## config.mk

```make
export PLATFORM = sky130hd
export DESIGN_NAME = sdcs_div_step
export DESIGN_NICKNAME = d
export VERILOG_FILES = /design/src/sdcs_pkg.sv /design/src/sdcs_div_step.sv
export SDC_FILE = /design/constraint.sdc
export NUM_CORES = 1
export LEC_CHECK = 0
export BUFFER_PORTS_ARGS = -buffer_cell sky130_fd_sc_hd__buf_2
export CORE_MARGIN = 10
export CORE_UTILIZATION = 45
export DETAILED_ROUTE_END_ITERATION = 10
export PLACE_DENSITY_LB_ADDON = 0.25
export SYNTH_ARGS = -nofsm -noshare
export SYNTH_HDL_FRONTEND = slang
export SYNTH_SLANG_ARGS = --single-unit
```

## constraint.sdc

```tcl
create_clock -name clk -period 1.2 [get_ports clk]
set_clock_uncertainty 0.15 [all_clocks]
set_input_delay 0.24 -clock clk [delete_from_list [all_inputs] [get_ports clk]]
set_output_delay 0.24 -clock clk [all_outputs]
set_load 0.03 [all_outputs]
```

## src/sdcs_pkg.sv

```systemverilog
package sdcs_pkg;

	localparam int unsigned FreqWidth      = 40;
	localparam int unsigned ClockWidth     = 32;
	localparam int unsigned NWidth         = 42;
	localparam int unsigned D2Width        = 41;
	localparam int unsigned DivSteps       = 32;
	localparam int unsigned MinFreqMillihz = 10;

	localparam logic [ClockWidth-1:0] ClockHzReset    = 32'd50000000;
	localparam logic [FreqWidth-1:0]  MaxFreqReset    = 40'd10000000;
	localparam logic [31:0]           DividerAllOnes  = 32'hFFFF_FFFF;

	localparam logic RegClockHz  = 1'b0;
	localparam logic RegMaxFreq  = 1'b1;

	typedef struct packed {
		logic               rej;
		logic               sat;
		logic [D2Width-1:0] d2;
		logic [D2Width-1:0] rem;
		logic [DivSteps-1:0] nq;
	} div_t;

endpackage

```

## src/sdcs_div_step.sv

```systemverilog
module sdcs_div_step (
	input  logic           clk,
	input  logic           arst_n,
	input  logic           en,
	input  logic           in_vld,
	input  sdcs_pkg::div_t in_st,
	output logic           out_vld,
	output sdcs_pkg::div_t out_st
);
	import sdcs_pkg::*;

	logic               valid_s1;
	div_t               st_s1;
	logic [D2Width:0]   trial;
	logic               ge;
	div_t               nxt;

	always_comb begin
		trial = {in_st.rem, in_st.nq[DivSteps-1]};
		ge    = trial >= {1'b0, in_st.d2};
		nxt   = in_st;
		nxt.rem = ge ? D2Width'(trial - {1'b0, in_st.d2}) : trial[D2Width-1:0];
		nxt.nq  = {in_st.nq[DivSteps-2:0], ge};
	end

	always_ff @(posedge clk or negedge arst_n) begin
		if (!arst_n) begin
			valid_s1 <= 1'b0;
		end else if (en) begin
			valid_s1 <= in_vld;
		end
	end

	always_ff @(posedge clk) begin
		if (en) begin
			st_s1 <= nxt;
		end
	end

	assign out_vld = valid_s1;
	assign out_st  = st_s1;

endmodule

```

==> results.toml <==
[worst_setup_path]
cp-startpoint = "in_st[31]"
r2r_setup_slack_ps = 260
worstSetupEndpoint = "out_st[69]"
startpoint_type = "primary input"
endpoint_kind = "register"
arrival_ps = 2890
timing.rr.end = "out_vld"
worstPathMaxFanout = 9
worstReg2RegStart = "out_vld"
required_ps = 1320
rr_worst_depth = 1
crit_type = "in2reg"

[outcome]
violations = "negative setup slack"
status = "finished, violations left"

[power_and_ir_drop]
p_per_area_mw_per_mm2 = 1320
p_leak_nw = 5.55
total_power_mw = 16.2
vdd_drop_max_mv = 0.968

[synthesis]
syn_area_sq_mm = 0.00664
synth_warnings = 0
ys_types = 70
synth_area_leader_cell = "edfxtp_1"
synth.area.top_cells = "edfxtp_1 52%, ha_1 7.7%, nand2_1 4.0%"
avgSynthCellArea_sq_um = 10.9
async_flop_share = 0.00855
ys_seq_area_frac = 0.528
yosysTopAreaCellShare = 0.524
synth_edf_count = 116
syn_nets = 770
yosys.cell_count.top_type = "edfxtp_1"
syn_inst = 608
ys_ff_latch = 117
synth_top_flop_cell = "edfxtp_1"
synth_common_cells = "116 x edfxtp_1, 71 x nand2_1, 57 x inv_1"

[placed_design]
dpl.hpwl_microns = 17400
port_buffers = 236
place_ws_ps = -2070
place_congestion = 0.908

[sta]
setup_viol = 159
finalHoldViolCount = 0
setup_ws_ps = -1570
max_freq_mhz = 361
relSlewSlack = 0.726
timing.final.crit_period_ps = 2770
fin_crit_sh = 2.31
worstMarginPinSlew_ps = 407
rsz0062_at_grt = "yes"
report.final.slew_viol_count = 0

[finish]
layout-drive-gt1-share = 0.466
layout.nets = 1307
synthToLayoutAreaGrowth_pct = 84.6
nFillCells = 733

[cts]
cts_buffer_depth = 2
cts_inserted_buffers = 17
clock_sinks = 117
cts_root_buf = "clkbuf_16"
worstSkewPairLatency_ps = 430
cts_tree = "yes"
clk_pin_slew_worst_paths_ps = 60
htree_num_levels = 4

[global_routing]
grt_max_degree = 42
grt_pass1_wl_microns = 42800
grt_usage = 0.271
grt_pass1_vias = 7682
grt_antenna_before_repair = 1
grt-ovfl-total = 0

[detailed_routing]
dr.pass1.iters = 5
vias_per_cell = 5.43
wl_per_cell_microns = 21.7
wl_microns = 29200
vias = 7301
ant_nets = 0
drtIter0Drc = 876
route.detailed.drc = 0

[floorplan]
coreArea_sq_mm = 0.0145
initial_core_util = 0.459
fp.dieW_microns = 141
ios = 237
rows = 44
dieArea_sq_mm = 0.0200
die_h_microns = 141

[run]
cap_violations = 0

[worst_hold_path]
min_path_type = "in2reg"
==> area by class of cell <==
| cell class | instances | area [sq um] | area share |
|---|---|---|---|
| clock inverters | 15 | 156 | 0.0128 |
| multi-input cells | 412 | 3030 | 0.247 |
| well taps | 184 | 230 | 0.0188 |
| repair buffers | 540 | 4670 | 0.381 |
| flip-flops and latches | 117 | 3510 | 0.286 |
| inverters | 57 | 226 | 0.0185 |
| clock buffers | 17 | 425 | 0.0347 |
| diodes | 2 | 5.00 | 0.000408 |
==> registers in the layout, indices dropped and copies added, names as in the netlist <==
register  count
out_st      116
out_vld       1
==> routing by layer <==
metal	track usage	part of all wire	up-vias
li1	-	-	3331
met1	0.304	0.38	3444
met2	0.485	0.51	441
met3	0.0714	0.080	85
met4	0.0925	0.032	0
met5	0	0	-
==> through the flow <==
step	instance area, sq um	utilization	TNS [ps]	cells	hold WS, ps
CTS	12000	0.830	-80250	1330	0.409
global placement	9400	0.649	-81280	1191	-135
floorplan	6670	-	-71680	608	-206
detailed placement	9400	0.649	-83530	1191	-133
finish	12300	0.847	-82080	1344	25.8
global route	12300	0.846	-88530	1343	20.3
==> logic make-up after synthesis <==
family / Yosys count / share of synthesized area
mux: 7 / 0.0117
buf+inv: 79 / 0.0535
compound gates: 180 / 0.177
simple gates: 150 / 0.106
xor+xnor: 33 / 0.0435
flops: 117 / 0.528
fa+ha+maj: 42 / 0.0803
==> cells in the final DEF, fill, tap and decap left out, types with 4 or more instances in the layout <==
master / Yosys / routed
and3_1: 5 / 5
buf_8: 1 / 5
o21ai_0: 44 / 24
nand3_1: 9 / 9
buf_12: 0 / 8
inv_1: 57 / 54
a21oi_1: 43 / 41
nand4_1: 12 / 12
o211ai_1: 11 / 11
nand2b_1: 6 / 6
nor2_1: 24 / 23
clkinv_4: 0 / 4
xnor2_1: 19 / 19
nand2_1: 71 / 64
clkbuf_16: 0 / 19
o21a_1: 6 / 6
o21ai_2: 1 / 25
nand2_2: 0 / 4
o21bai_1: 8 / 8
clkinvlp_4: 0 / 4
a21o_1: 11 / 11
buf_4: 1 / 187
dlygate4sd3_1: 0 / 99
a21oi_2: 4 / 6
ha_1: 41 / 40
o21ai_1: 12 / 7
nor3_1: 7 / 6
xor2_1: 14 / 14
buf_2: 3 / 117
mux2_4: 0 / 5
buf_6: 5 / 120
edfxtp_1: 116 / 116
==> power by group <==
part           internal [mW]  switching, mW  total [mW]
registers               5.06          0.247        5.31
clock network           3.06           2.14        5.21
logic                   2.75           2.94        5.69
==> worst max-delay path, cell delays in order <==
cell and delay, ps:
buf_12 110, inv_12 40, ha_4 120, inv_2 30
fa_2 340, a21o_1 180, a22o_1 190, o31a_1 270
a2111o_1 380, a21oi_2 160, o221a_4 240, buf_12 160
buf_12 140, a221oi_2 50, a32oi_2 220
==> worst min path at each step <==
stage / startpoint / slack [ps] / cells past startpoint / to
2_1_floorplan: arst_n / -210 / 0 / out_vld
3_3_place_gp: arst_n / -140 / 1 / out_vld
3_5_place_dp: arst_n / -130 / 1 / out_vld
4_1_cts: in_st[33] / 0.4 / 3 / out_st[34]
5_1_grt: in_st[33] / 20 / 3 / out_st[34]
6_report: in_st[56] / 30 / 3 / out_st[57]
==> timing repair <==
item / 4_1_cts / 5_1_grt
gates cloned: 2 / 2
resized for setup: 294 / 32
hold endpoints to repair: 97 / 1
setup buffers: 7 / 9
endpoints found under the setup margin: 159 / 159
hold buffers: 98 / 1
pin swaps: 12 / 15
No activity file was read; power rests on OpenSTA's default activity.
